$ cat config.mk
export PLATFORM = sky130hd
export DESIGN_NAME = time_of_day_epoch_clock_flat
export DESIGN_NICKNAME = d
export VERILOG_FILES = /design/src/rtl/core/tde_pkg.sv /design/src/rtl/core/tde_in_if.sv /design/src/rtl/core/tde_out_if.sv /design/src/rtl/core/tde_alu.sv /design/src/rtl/core/tde_epoch.sv /design/src/rtl/core/time_of_day_epoch_clock.sv /design/src/flat_wrapper.sv
export SDC_FILE = /design/constraint.sdc
export NUM_CORES = 1
export LEC_CHECK = 0
export BUFFER_PORTS_ARGS = -buffer_cell sky130_fd_sc_hd__buf_2
export CORE_MARGIN = 8
export CORE_UTILIZATION = 60
export DETAILED_ROUTE_END_ITERATION = 10
export PLACE_DENSITY = 0.79
export SYNTH_ARGS = -nofsm -noshare
export SYNTH_HDL_FRONTEND = slang
export SYNTH_HIERARCHICAL = 1
export SYNTH_SLANG_ARGS = --single-unit
export TNS_END_PERCENT = 100
$ cat constraint.sdc
create_clock -name clk_i -period 7.1 [get_ports clk_i]
set_input_delay 0.71 -clock clk_i [delete_from_list [all_inputs] [get_ports clk_i]]
set_output_delay 0.71 -clock clk_i [all_outputs]
set_load 0.01 [all_outputs]
$ cat src/rtl/core/tde_pkg.sv
package tde_pkg;

  localparam int unsigned YearW  = 12;
  localparam int unsigned MonthW = 4;
  localparam int unsigned DayW   = 5;
  localparam int unsigned HourW  = 5;
  localparam int unsigned MinW   = 6;
  localparam int unsigned SecW   = 6;
  localparam int unsigned EpochW = 32;
  localparam int unsigned TodW   = 17;

  localparam logic [YearW-1:0]  EpochYear   = 12'd1970;
  localparam logic [1:0]        EpochMod4   = 2'd2;
  localparam logic [6:0]        EpochMod100 = 7'd70;
  localparam logic [8:0]        EpochMod400 = 9'd370;
  localparam logic [6:0]        LastMod100  = 7'd99;
  localparam logic [8:0]        LastMod400  = 9'd399;
  localparam logic [8:0]        Cycle400    = 9'd400;
  localparam logic [6:0]        Cycle100    = 7'd100;
  localparam logic [8:0]        DaysLeap    = 9'd366;
  localparam logic [8:0]        DaysCommon  = 9'd365;
  localparam logic [4:0]        FebLeapDays = 5'd29;
  localparam logic [MonthW-1:0] MonthFeb    = 4'd2;
  localparam logic [MonthW-1:0] MonthFirst  = 4'd1;
  localparam logic [MonthW-1:0] MonthStop   = 4'd13;

  localparam logic [16:0] SecPerDay   = 17'd86400;
  localparam logic [11:0] SecPerHour  = 12'd3600;
  localparam logic [6:0]  SecPerMin   = 7'd60;
  localparam logic [6:0]  MinPerHour  = 7'd60;
  localparam logic [5:0]  HourPerDay  = 6'd24;

  typedef enum logic {
    CmdTick = 1'b0,
    CmdLoad = 1'b1
  } tde_cmd_e;

  typedef struct packed {
    logic              start;
    logic [YearW-1:0]  year;
    logic [MonthW-1:0] month;
    logic [DayW-1:0]   day;
    logic [HourW-1:0]  hour;
    logic [MinW-1:0]   minute;
    logic [SecW-1:0]   second;
  } tde_load_t;

  typedef struct packed {
    logic busy;
    logic done;
  } tde_sts_t;

  function automatic logic [4:0] month_len(logic [MonthW-1:0] m);
    logic [4:0] len;
    case (m)
      4'd1:    len = 5'd31;
      4'd2:    len = 5'd28;
      4'd3:    len = 5'd31;
      4'd4:    len = 5'd30;
      4'd5:    len = 5'd31;
      4'd6:    len = 5'd30;
      4'd7:    len = 5'd31;
      4'd8:    len = 5'd31;
      4'd9:    len = 5'd30;
      4'd10:   len = 5'd31;
      4'd11:   len = 5'd30;
      4'd12:   len = 5'd31;
      default: len = 5'd0;
    endcase
    return len;
  endfunction

endpackage

$ cat src/rtl/core/tde_in_if.sv
interface tde_in_if;
  import tde_pkg::*;

  logic              valid;
  logic              ready;
  logic              cmd;
  logic [YearW-1:0]  year;
  logic [MonthW-1:0] month;
  logic [DayW-1:0]   day;
  logic [HourW-1:0]  hour;
  logic [MinW-1:0]   minute;
  logic [SecW-1:0]   second;

  modport source (output valid, cmd, year, month, day, hour, minute, second, input ready);
  modport sink (input valid, cmd, year, month, day, hour, minute, second, output ready);
endinterface

$ cat src/rtl/core/tde_out_if.sv
interface tde_out_if;
  import tde_pkg::*;

  logic              valid;
  logic              ready;
  logic [HourW-1:0]  cur_hour;
  logic [MinW-1:0]   cur_minute;
  logic [SecW-1:0]   cur_second;
  logic [EpochW-1:0] epoch_seconds;

  modport source (output valid, cur_hour, cur_minute, cur_second, epoch_seconds, input ready);
  modport sink (input valid, cur_hour, cur_minute, cur_second, epoch_seconds, output ready);
endinterface

$ cat src/rtl/core/tde_alu.sv
module tde_alu (
  input  logic [tde_pkg::EpochW-1:0] a_i,
  input  logic [tde_pkg::EpochW-1:0] b_i,
  input  logic                       sub_i,
  output logic [tde_pkg::EpochW-1:0] res_o,
  output logic                       carry_o
);
  import tde_pkg::*;

  logic [EpochW:0] sum;

  assign sum     = {1'b0, a_i} + {1'b0, (sub_i ? ~b_i : b_i)} + {{EpochW{1'b0}}, sub_i};
  assign res_o   = sum[EpochW-1:0];
  assign carry_o = sum[EpochW];
endmodule

$ cat src/rtl/core/tde_epoch.sv
module tde_epoch (
  input  logic                       clk_i,
  input  logic                       rst_ni,
  input  tde_pkg::tde_load_t         req_i,
  output tde_pkg::tde_sts_t          sts_o,
  output logic [tde_pkg::EpochW-1:0] epoch_o
);
  import tde_pkg::*;

  typedef enum logic [8:0] {
    StIdle = 9'b000000001,
    StR400 = 9'b000000010,
    StR100 = 9'b000000100,
    StYear = 9'b000001000,
    StMon  = 9'b000010000,
    StDay  = 9'b000100000,
    StMul  = 9'b001000000,
    StTod  = 9'b010000000,
    StDone = 9'b100000000
  } tde_state_e;

  tde_state_e state_q, state_d;

  logic [YearW-1:0]  year_q, rem_q, yr_q;
  logic [DayW-1:0]   day_q;
  logic [HourW-1:0]  hour_q;
  logic [MinW-1:0]   min_q;
  logic [SecW-1:0]   sec_q;
  logic [MonthW-1:0] mon_q, last_q;
  logic [1:0]        m4_q;
  logic [6:0]        m100_q;
  logic [8:0]        m400_q;
  logic              z400_q, leap_y_q;
  logic [EpochW-1:0] acc_q;

  logic [EpochW-1:0] alu_a, alu_b, alu_res;
  logic              alu_sub, alu_carry;
  logic              leap_k, feb_leap;
  logic [TodW-1:0]   h_s, m_s, tod;
  logic [EpochW-1:0] prod;

  tde_alu u_alu (
    .a_i    (alu_a),
    .b_i    (alu_b),
    .sub_i  (alu_sub),
    .res_o  (alu_res),
    .carry_o(alu_carry)
  );

  assign leap_k   = (m4_q == 2'd0) && ((m100_q != 7'd0) || (m400_q == 9'd0));
  assign feb_leap = (mon_q == MonthFeb) && leap_y_q;
  assign h_s      = TodW'(hour_q) * TodW'(SecPerHour);
  assign m_s      = TodW'(min_q) * TodW'(SecPerMin);
  assign tod      = h_s + m_s + TodW'(sec_q);
  assign prod     = acc_q * EpochW'(SecPerDay);

  always_comb begin
    alu_a   = acc_q;
    alu_b   = '0;
    alu_sub = 1'b0;
    unique case (state_q)
      StR400: begin
        alu_a   = EpochW'(rem_q);
        alu_b   = EpochW'(Cycle400);
        alu_sub = 1'b1;
      end
      StR100: begin
        alu_a   = EpochW'(rem_q);
        alu_b   = EpochW'(Cycle100);
        alu_sub = 1'b1;
      end
      StYear:  alu_b = EpochW'(leap_k ? DaysLeap : DaysCommon);
      StMon:   alu_b = EpochW'(feb_leap ? FebLeapDays : month_len(mon_q));
      StDay:   alu_b = EpochW'(day_q) - EpochW'(1);
      StTod:   alu_b = EpochW'(tod);
      default: alu_b = '0;
    endcase
  end

  always_comb begin
    state_d = state_q;
    unique case (state_q)
      StIdle:  if (req_i.start) state_d = StR400;
      StR400:  if (!alu_carry) state_d = StR100;
      StR100:  if (!alu_carry) state_d = StYear;
      StYear:  if (yr_q >= year_q) state_d = StMon;
      StMon:   if (mon_q >= last_q) state_d = StDay;
      StDay:   state_d = StMul;
      StMul:   state_d = StTod;
      StTod:   state_d = StDone;
      StDone:  state_d = StIdle;
      default: state_d = StIdle;
    endcase
  end

  always_ff @(posedge clk_i or negedge rst_ni) begin
    if (!rst_ni) begin
      state_q <= StIdle;
    end else begin
      state_q <= state_d;
    end
  end

  always_ff @(posedge clk_i) begin
    unique case (state_q)
      StIdle: begin
        if (req_i.start) begin
          year_q <= req_i.year;
          rem_q  <= req_i.year;
          day_q  <= req_i.day;
          hour_q <= req_i.hour;
          min_q  <= req_i.minute;
          sec_q  <= req_i.second;
          last_q <= (req_i.month > MonthStop) ? MonthStop : req_i.month;
          mon_q  <= MonthFirst;
          yr_q   <= EpochYear;
          m4_q   <= EpochMod4;
          m100_q <= EpochMod100;
          m400_q <= EpochMod400;
          acc_q  <= '0;
        end
      end
      StR400: begin
        if (alu_carry) begin
          rem_q <= alu_res[YearW-1:0];
        end else begin
          z400_q <= (rem_q == '0);
        end
      end
      StR100: begin
        if (alu_carry) begin
          rem_q <= alu_res[YearW-1:0];
        end else begin
          leap_y_q <= (year_q[1:0] == 2'd0) && ((rem_q != '0) || z400_q);
        end
      end
      StYear: begin
        if (yr_q < year_q) begin
          acc_q  <= alu_res;
          yr_q   <= yr_q + YearW'(1);
          m4_q   <= m4_q + 2'd1;
          m100_q <= (m100_q == LastMod100) ? 7'd0 : m100_q + 7'd1;
          m400_q <= (m400_q == LastMod400) ? 9'd0 : m400_q + 9'd1;
        end
      end
      StMon: begin
        if (mon_q < last_q) begin
          acc_q <= alu_res;
          mon_q <= mon_q + MonthW'(1);
        end
      end
      StDay:   acc_q <= alu_res;
      StMul:   acc_q <= prod;
      StTod:   acc_q <= alu_res;
      default: acc_q <= acc_q;
    endcase
  end

  assign sts_o.busy = (state_q != StIdle);
  assign sts_o.done = (state_q == StDone);
  assign epoch_o    = acc_q;
endmodule

$ cat src/rtl/core/time_of_day_epoch_clock.sv
// Tick: result is valid in the cycle after the input transfer; one tick per cycle while drained and no load runs.
// Load: one shared 32-bit adder steps over the year, leap test and month loops, one step
//   per cycle, in order: the remainder of the year by 400 and by 100 for the leap test,
//   the years from 1970, the months before the given one, the day, a multiply by 86400
//   seconds and the time of day; no input is taken while the load is in progress.
// Reset: asynchronous, active low; clears time of day, epoch and output valid.
module time_of_day_epoch_clock (
  input  logic      clk_i,
  input  logic      rst_ni,
  tde_in_if.sink    in_i,
  tde_out_if.source out_o
);
  import tde_pkg::*;

  logic [HourW-1:0]  hour_q, hour_d;
  logic [MinW-1:0]   min_q, min_d;
  logic [SecW-1:0]   sec_q, sec_d;
  logic [EpochW-1:0] epoch_q, epoch_d, epoch_res;
  logic              out_valid_q, out_valid_d;
  logic              in_xfer, tick, load;
  logic [SecW:0]     sec_inc;
  logic [MinW:0]     min_inc;
  logic [HourW:0]    hour_inc;
  tde_load_t         req;
  tde_sts_t          sts;

  assign in_i.ready = !sts.busy && (!out_valid_q || out_o.ready);
  assign in_xfer    = in_i.valid && in_i.ready;
  assign tick       = in_xfer && (in_i.cmd == CmdTick);
  assign load       = in_xfer && (in_i.cmd == CmdLoad);

  assign req.start  = load;
  assign req.year   = in_i.year;
  assign req.month  = in_i.month;
  assign req.day    = in_i.day;
  assign req.hour   = in_i.hour;
  assign req.minute = in_i.minute;
  assign req.second = in_i.second;

  tde_epoch u_epoch (
    .clk_i  (clk_i),
    .rst_ni (rst_ni),
    .req_i  (req),
    .sts_o  (sts),
    .epoch_o(epoch_res)
  );

  assign sec_inc  = {1'b0, sec_q} + (SecW+1)'(1);
  assign min_inc  = {1'b0, min_q} + (MinW+1)'(1);
  assign hour_inc = {1'b0, hour_q} + (HourW+1)'(1);

  always_comb begin
    hour_d      = hour_q;
    min_d       = min_q;
    sec_d       = sec_q;
    epoch_d     = epoch_q;
    out_valid_d = out_valid_q && !out_o.ready;
    if (tick) begin
      epoch_d     = epoch_q + EpochW'(1);
      out_valid_d = 1'b1;
      sec_d       = sec_inc[SecW-1:0];
      if (sec_inc >= (SecW+1)'(SecPerMin)) begin
        sec_d = '0;
        min_d = min_inc[MinW-1:0];
        if (min_inc >= (MinW+1)'(MinPerHour)) begin
          min_d  = '0;
          hour_d = hour_inc[HourW-1:0];
          if (hour_inc >= (HourW+1)'(HourPerDay)) begin
            hour_d = '0;
          end
        end
      end
    end else if (load) begin
      hour_d = in_i.hour;
      min_d  = in_i.minute;
      sec_d  = in_i.second;
    end
    if (sts.done) begin
      epoch_d     = epoch_res;
      out_valid_d = 1'b1;
    end
  end

  always_ff @(posedge clk_i or negedge rst_ni) begin
    if (!rst_ni) begin
      hour_q      <= '0;
      min_q       <= '0;
      sec_q       <= '0;
      epoch_q     <= '0;
      out_valid_q <= 1'b0;
    end else begin
      hour_q      <= hour_d;
      min_q       <= min_d;
      sec_q       <= sec_d;
      epoch_q     <= epoch_d;
      out_valid_q <= out_valid_d;
    end
  end

  assign out_o.valid         = out_valid_q;
  assign out_o.cur_hour      = hour_q;
  assign out_o.cur_minute    = min_q;
  assign out_o.cur_second    = sec_q;
  assign out_o.epoch_seconds = epoch_q;

  a_tick_result: assert property (@(posedge clk_i) disable iff (!rst_ni)
    tick |=> out_valid_q)
    else $error("tick transfer gave no result");

  a_busy_blocks: assert property (@(posedge clk_i) disable iff (!rst_ni)
    sts.busy |-> !in_i.ready)
    else $error("input taken during load");

  a_done_empty: assert property (@(posedge clk_i) disable iff (!rst_ni)
    sts.done |-> !out_valid_q)
    else $error("load result would overwrite pending result");

  a_tick_sec: assert property (@(posedge clk_i) disable iff (!rst_ni)
    tick |=> ({1'b0, sec_q} < SecPerMin))
    else $error("seconds out of range after tick");
endmodule
$ cat src/flat_wrapper.sv
// flat-port wrapper written by rule: the top's interface ports become plain ports
module time_of_day_epoch_clock_flat import tde_pkg::*;
  (clk_i, rst_ni, in_i_valid, in_i_cmd, in_i_year, in_i_month, in_i_day, in_i_hour, in_i_minute, in_i_second, in_i_ready, out_o_valid, out_o_cur_hour, out_o_cur_minute, out_o_cur_second, out_o_epoch_seconds, out_o_ready);
  tde_in_if in_i_i ();
  tde_out_if out_o_i ();
  input  logic clk_i;
  input  logic rst_ni;
  input wire logic [$bits(in_i_i.valid)-1:0] in_i_valid;
  input wire logic [$bits(in_i_i.cmd)-1:0] in_i_cmd;
  input wire logic [$bits(in_i_i.year)-1:0] in_i_year;
  input wire logic [$bits(in_i_i.month)-1:0] in_i_month;
  input wire logic [$bits(in_i_i.day)-1:0] in_i_day;
  input wire logic [$bits(in_i_i.hour)-1:0] in_i_hour;
  input wire logic [$bits(in_i_i.minute)-1:0] in_i_minute;
  input wire logic [$bits(in_i_i.second)-1:0] in_i_second;
  output wire logic [$bits(in_i_i.ready)-1:0] in_i_ready;
  output wire logic [$bits(out_o_i.valid)-1:0] out_o_valid;
  output wire logic [$bits(out_o_i.cur_hour)-1:0] out_o_cur_hour;
  output wire logic [$bits(out_o_i.cur_minute)-1:0] out_o_cur_minute;
  output wire logic [$bits(out_o_i.cur_second)-1:0] out_o_cur_second;
  output wire logic [$bits(out_o_i.epoch_seconds)-1:0] out_o_epoch_seconds;
  input wire logic [$bits(out_o_i.ready)-1:0] out_o_ready;
  assign in_i_i.valid = in_i_valid;
  assign in_i_i.cmd = in_i_cmd;
  assign in_i_i.year = in_i_year;
  assign in_i_i.month = in_i_month;
  assign in_i_i.day = in_i_day;
  assign in_i_i.hour = in_i_hour;
  assign in_i_i.minute = in_i_minute;
  assign in_i_i.second = in_i_second;
  assign in_i_ready = in_i_i.ready;
  assign out_o_valid = out_o_i.valid;
  assign out_o_cur_hour = out_o_i.cur_hour;
  assign out_o_cur_minute = out_o_i.cur_minute;
  assign out_o_cur_second = out_o_i.cur_second;
  assign out_o_epoch_seconds = out_o_i.epoch_seconds;
  assign out_o_i.ready = out_o_ready;
  time_of_day_epoch_clock u_core (.clk_i(clk_i), .rst_ni(rst_ni), .in_i(in_i_i), .out_o(out_o_i));
endmodule
### After elaboration in Yosys (flattened, before gate mapping)

Memory sizes are Yosys's and may differ from the RTL's. A register that Yosys moved wholly into a read port is not among the register bits.
Index checks and enable logic that the tools add are counted.
W data, S select, Z words.

| storage, ports and cells | value |
|---|---|
| ROM bits | 80 |
| output and inout bits | 51 |
| latch bits | 0 |
| flip-flop bits (word level) | 177 |
| memories kept | 1 |
| memory bits (writable) | 0 |
| input port bits | 43 |

| cells by class | value |
|---|---|
| equal/unequal tests | 23 |
| reduce and logical (&&, ||, !) cells | 38 |
| muxes and demuxes | 53 |
| add/subtract/negate cells | 14 |
| magnitude comparators | 8 |
| div/mod/pow operators | 0 |
| multipliers | 3 |
| shifts and indexed selects | 0 |
| bitwise logic cells | 3 |

Memory list:

| memory | words | width | read ports | clocked after Yosys merged registers in | write ports | line | text |
|---|---|---|---|---|---|---|---|
| (no name shown) | 16 | 5 | 1 | 1 | 0 | tde_pkg.sv:55 | `case (m)` |

Operator list:

| kind | number |
|---|---|
| $mux W32 | 7 |
| $pmux W32 S6 | 1 |
| $pmux W32 S5 | 1 |
| $mux W9 | 8 |
| $pmux W9 S8 | 1 |
| $mux W12 | 4 |
| $pmux W12 S2 | 2 |
| $mux W6 | 7 |
| $add A32 B32 Y33 | 1 |
| $add A33 B1 Y33 | 1 |
| $add A32 B1 Y32 const B | 1 |
| $mul A32 B10 Y25 const B | 1 |
| $not A32 Y32 | 1 |
| $mux W5 | 6 |
| $mux W7 | 3 |
| $eq A9 B9 Y1 const B | 2 |
| $pmux W9 S2 | 1 |
| $add A17 B12 Y17 | 1 |
| $add A17 B6 Y17 | 1 |
| $ne A2 B2 Y1 const B | 8 |
| $add A6 B1 Y7 const B | 2 |
| $ge A7 B6 Y1 const B | 2 |
| $pmux W7 S2 | 1 |
| $mul A5 B8 Y13 const B | 1 |
| other kinds (47) | 78 |

### Logic depth before layout (Yosys ltp)

| depth | value |
|---|---|
| depth in word-level cells | 11 |
| depth in mapped cells | 34 |

### By module

The synthesis kept the hierarchy.

By module, submodules not included:

| module | area an instance (µm²) | sequential area each (µm²) | instances | cells an instance |
|---|---|---|---|---|
| tde_epoch | 11218.3 | 3829.9 | 1 | 1093 |
| time_of_day_epoch_clock | 3111.7 | 1251.2 | 1 | 360 |
| tde_alu | 2100.8 | 0.0 | 1 | 300 |

### Least setup slack after synthesis

OpenSTA, ideal clock, no wires.

| timing | value |
|---|---|
| path kind | register to register |
| from | register u_core.u_epoch.min_q[3] |
| to | register u_core.u_epoch.state_q[4] |
| period minus slack after synthesis | 6.532 ns |
| data required time | 6.961 ns |
| arrival | 6.392 ns |
| setup slack | 0.568 ns |
| stages on the path, launching flop included | 32 |
| cells stage by stage | edfxtp_1 > inv_1 > fa_1 > fa_1 > inv_1 > ha_1 > a21oi_1 > o21bai_1 > a21oi_1 > xnor2_1 > ha_1 > ha_1 > or2_2 > a211oi_1 > o21ai_0 > nand3_1 > xor2_1 > o21ai_0 > xor2_1 > ha_1 > buf_2 > nand2_1 > o21ai_0 > a21oi_1 > o21ai_0 > a21oi_1 > o21a_1 > nor3_1 > nor4bb_1 > o21bai_1 > o311ai_1 > a2bb2oi_1 |

| on the way | value |
|---|---|
| word-level cells in the longest chain between the ends | 10 |

RTL lines:

| item | line | text |
|---|---|---|
| start, declared | tde_epoch.sv:27 | `logic [MinW-1:0] min_q;` |
| start signal, assigned | tde_epoch.sv:112 | `min_q <= req_i.minute;` |
| $mul A6 B4 Y10 (*) | tde_epoch.sv:53 | `assign m_s = TodW'(min_q) * TodW'(SecPerMin);` |
| $add A17 B12 Y17 (*) | tde_epoch.sv:54 | `assign tod = h_s + m_s + TodW'(sec_q);` |
| $add A17 B6 Y17 (*) | tde_epoch.sv:54 |  |
| $pmux W32 S6 (*) | tde_epoch.sv:61 | `unique case (state_q)` |
| via u_core.u_epoch.alu_b[14] | tde_epoch.sv:36 | `logic [EpochW-1:0] alu_a, alu_b, alu_res;` |
| $not A32 Y32 | tde_alu.sv:12 | `assign sum = {1'b0, a_i} + {1'b0, (sub_i ? ~b_i : b_i)} + {{EpochW{1'b0}}, sub_i};` |
| $mux W32 (*) | tde_alu.sv:12 |  |
| $add A32 B32 Y33 (*) | tde_alu.sv:12 |  |
| $add A33 B1 Y33 (*) | tde_alu.sv:12 |  |
| via u_core.u_epoch.alu_carry | tde_epoch.sv:37 | `logic alu_sub, alu_carry;` |
| $ne A2 B2 Y1 (no source line) | n/a |  |
| $reduce_and A5 Y1 (no source line) (*) | n/a |  |
| end signal, assigned | tde_epoch.sv:98 | `state_q <= StIdle;` |
| end signal, assigned | tde_epoch.sv:100 | `state_q <= state_d;` |
| end, declared | tde_epoch.sv:22 | `tde_state_e state_q, state_d;` |

Mark *: on every way through the listed nets, which the timed path passes. The rest lies on a longest branch.
A chain may end at the register's enable or synchronous reset.

### Final worst setup path

| timing | value |
|---|---|
| from | register u_core.u_epoch.min_q[1] |
| to | register u_core.u_epoch.acc_q[25], in the netlist u_core/u_epoch/epoch_o[25], data pin |

| on the way | value |
|---|---|
| word-level cells in the longest chain between the ends | 10 |

RTL lines:

| item | line | text |
|---|---|---|
| $mul A6 B4 Y10 (*) | tde_epoch.sv:53 |  |
| $add A17 B12 Y17 (*) | tde_epoch.sv:54 |  |
| $add A17 B6 Y17 (*) | tde_epoch.sv:54 |  |
| $pmux W32 S6 (*) | tde_epoch.sv:61 |  |
| via u_core.u_epoch.alu_b[12] | tde_epoch.sv:36 |  |
| $not A32 Y32 | tde_alu.sv:12 |  |
| $mux W32 (*) | tde_alu.sv:12 |  |
| $add A32 B32 Y33 (*) | tde_alu.sv:12 |  |
| $add A33 B1 Y33 (*) | tde_alu.sv:12 |  |
| via u_core.u_epoch.alu_res[25] | tde_epoch.sv:36 |  |
| $mux W32, on equally long branches | tde_epoch.sv:147, tde_epoch.sv:138 |  |
| $pmux W32 S5 (*) | tde_epoch.sv:105 | `unique case (state_q)` |
| end signal, assigned | tde_epoch.sv:148 | `acc_q <= alu_res;` |
| end signal, assigned | tde_epoch.sv:152 | `StDay: acc_q <= alu_res;` |
| end signal, assigned | tde_epoch.sv:153 | `StMul: acc_q <= prod;` |
| end, declared | tde_epoch.sv:34 | `logic [EpochW-1:0] acc_q;` |

Mark *: on every way through the listed nets, which the timed path passes. The rest lies on a longest branch. The select of a mux whose other input is x is not followed.

==> results.yml <==
placement:
  port_buffers: 93
  gp_congestion: 0.9671
  dpl_cell_area_mm2: 0.01722
  dp_hpwl_mm: 30.91
  pre_cts_ws_ns: 0.04406
  dp_cells: 2149
clock_tree:
  htree_levels: 4
  clock_path_buffers: 2
  cts_tree: "yes"
  cts_buffers: 17
  cts_hold_buffers: 0
  clockRootBuffer: "clkbuf_16"
  clkTransAtPathRegs_ns: 0.09
  clk_latency_ns: 0.45
  cts.sinks: 180
min_path:
  min_path_type: "in -> async"
drt:
  via_per_inst: 6.097
  drcViolationCount: 0
  ant_nets: 0
  wirelength_mm: 40.26
  drt_iter0_drc: 1099
  via_count: 13310
  wl_per_cell_um: 18.44
  drt_pass1_iterations: 6
logic_synthesis:
  yosys_warnings: 6
  ys_seq_area_frac: 0.3092
  async_flop_share: 0.3278
  synth_flop_cell: "edfxtp_1"
  syn_area_mm2: 0.01643
  synthCells: 1753
  ys_types: 94
  synth_edf_count: 118
  ys_ff_latch: 180
  syn-num-nets: 2038
  syn_area_per_cell_um2: 9.373
die:
  die_area_mm2: 0.03294
  initial_core_util: 0.6097
  die_w_um: 181.5
  fp.coreArea_mm2: 0.02695
  ios: 94
  die_y_um: 181.5
  rows: 60
worst_setup_path:
  cp_num_buf_inv: 0
  required_ns: 7.27
  cp_slowest_cell: "fa_1"
  r2r_cells: 27
  max_stage_delay_ns: 0.60
  crit_fanout: 7
  endpoint_kind: "flip-flop"
  crit_family: "adder cells"
  crit_cells: 27
  start_kind: "flip-flop"
  crit_type: "reg -> reg"
  cp.arrival_ns: 7.03
global_route:
  overflow: 0
  grt_first_pass_wirelength_mm: 66.03
  antenna_found_initial: 0
  grtUsageTotal: 0.2421
  grt_max_degree: 65
  grt_pass1_vias: 13430
sta:
  period_share: 0.9658
  max_clock_freq_mhz: 145.8
  slew_violations: 0
  setup_viol: 0
  min_period_ns: 6.857
  worst_slack_ns: 0.2427
  final.setup.tns_ns: 0
  tightestPinTransition_ns: 1.009
  fin_skew_ns: 0.01522
  finalHoldViolations: 0
  relSlewSlack: 0.3201
finish:
  antenna_cells: 0
  nNetsFinal: 2114
  final_cell_count_no_fill: 2183
  fin_area_mm2: 0.01794
  area_growth_pct: 9.214
  drive_above_1_share: 0.1216
outcome:
  outcome: "completed"
flow_run:
  cap_violations: 0
-- sequential cells by signal (all words and copies together) (netlist names), named ones only --
register	cells
u_core/u_epoch/m4_q	2
u_core/u_epoch/epoch_o	32
u_core/u_epoch/m400_q	9
u_core/u_epoch/state_q	9
u_core/out_o.cur_hour	5
u_core/out_o.epoch_seconds	32
u_core/u_epoch/rem_q	12
u_core/u_epoch/last_q	4
u_core/out_o.cur_minute	6
u_core/u_epoch/day_q	5
u_core/u_epoch/mon_q	4
u_core/u_epoch/sec_q	6
u_core/u_epoch/leap_y_q	1
u_core/u_epoch/hour_q	5
u_core/out_o.cur_second	6
u_core/u_epoch/z400_q	1
u_core/u_epoch/min_q	6
u_core/u_epoch/year_q	12
u_core/out_o.valid	1
u_core/u_epoch/m100_q	7
u_core/u_epoch/yr_q	12
-- path summary, 6_finish.rpt --
path                                             from                             end  slack, ns
max reg2reg                   u_core/u_epoch/min_q[1]      u_core/u_epoch/epoch_o[25]       0.24
max in group asynchronous                      rst_ni        u_core/out_o.cur_hour[0]       6.06
min                                            rst_ni  u_core/out_o.epoch_seconds[26]       0.41
max                           u_core/u_epoch/min_q[1]      u_core/u_epoch/epoch_o[25]       0.24
min in group clk_i                     in_i_second[1]         u_core/u_epoch/sec_q[1]       0.46
min reg2reg                u_core/u_epoch/epoch_o[28]  u_core/out_o.epoch_seconds[28]       0.52
-- cell usage in the layout, fill, tap and decap left out, types with 16 or more instances in the layout --
| master | instances |
|---|---|
| inv_1 | 210 |
| ha_1 | 177 |
| nand2_1 | 144 |
| edfxtp_1 | 118 |
| nor2_1 | 106 |
| o21ai_0 | 98 |
| buf_2 | 93 |
| xor2_1 | 82 |
| xnor2_1 | 74 |
| a21oi_1 | 72 |
| fa_1 | 64 |
| dfrtp_1 | 58 |
| nand3_1 | 53 |
| and3_1 | 28 |
| a21o_1 | 27 |
| nor3_1 | 23 |
| nand4_1 | 22 |
| o21ai_1 | 21 |
| mux2_2 | 21 |
| buf_4 | 20 |
| o21a_1 | 18 |
| clkbuf_16 | 17 |
| nor2b_1 | 16 |
| o21bai_1 | 16 |
-- cells by family (layout without fill, tap and decap cells) --
family,count (synthesis),after routing,synth area share
simple gates,495,495,0.1572
compound gates,385,385,0.1542
buf+inv,267,356,0.06374
fa+ha+maj,242,242,0.2135
flops,180,180,0.3092
xor+xnor,156,156,0.08316
mux,28,28,0.01896
-- stage by stage --
step           utilization  hold slack [ns]
2_1_floorplan            -           0.4144
3_3_place_gp        0.6390           0.4996
3_5_place_dp        0.6390           0.5043
4_1_cts             0.6623           0.4421
5_1_grt             0.6658           0.4378
6_report            0.6658           0.4108
-- routing by layer --
layer	routed length, um	up-vias	global-route usage
met1	17900	6442	0.3249
met4	722	0	0.06658
met2	19040	483	0.3990
met5	0	-	0
li1	-	6320	-
met3	2598	64	0.04192
-- cell usage after synthesis, types with 17 or more instances --
master / n / share of area
o21bai_1: 17 / 0.0078
a21oi_1: 79 / 0.024
nor3_1: 24 / 0.0073
nand2_1: 144 / 0.033
edfxtp_1: 118 / 0.22
mux2_2: 21 / 0.014
a21o_1: 27 / 0.012
nand4_1: 22 / 0.0084
o21ai_0: 104 / 0.032
nor2_1: 107 / 0.024
ha_1: 178 / 0.14
and3_1: 28 / 0.011
nand3_1: 53 / 0.016
clkbuf_1: 33 / 0.0075
dfrtp_1: 58 / 0.088
inv_1: 211 / 0.048
buf_2: 18 / 0.0055
fa_1: 64 / 0.078
xnor2_1: 74 / 0.039
xor2_1: 82 / 0.044
o21a_1: 18 / 0.0082
-- area by class of cell --
type	count	area (um2)
Clock buffer	17	425.4
Fill cell	2089	9006
Multi-Input combinational cell	1306	10410
Clock inverter	15	197.7
Timing Repair Buffer	113	615.6
Tap cell	341	426.7
Sequential cell	180	5081
Inverter	211	792.0
-- timing repair --
action,4_1_cts,5_1_grt
buffers inserted,0,2
endpoints found under the setup margin,1,28
resized for setup,1,23
pin swaps,0,1
Power is not shown: default switching activity piles up to over one toggle a cycle in this logic, so the estimate is an artifact.
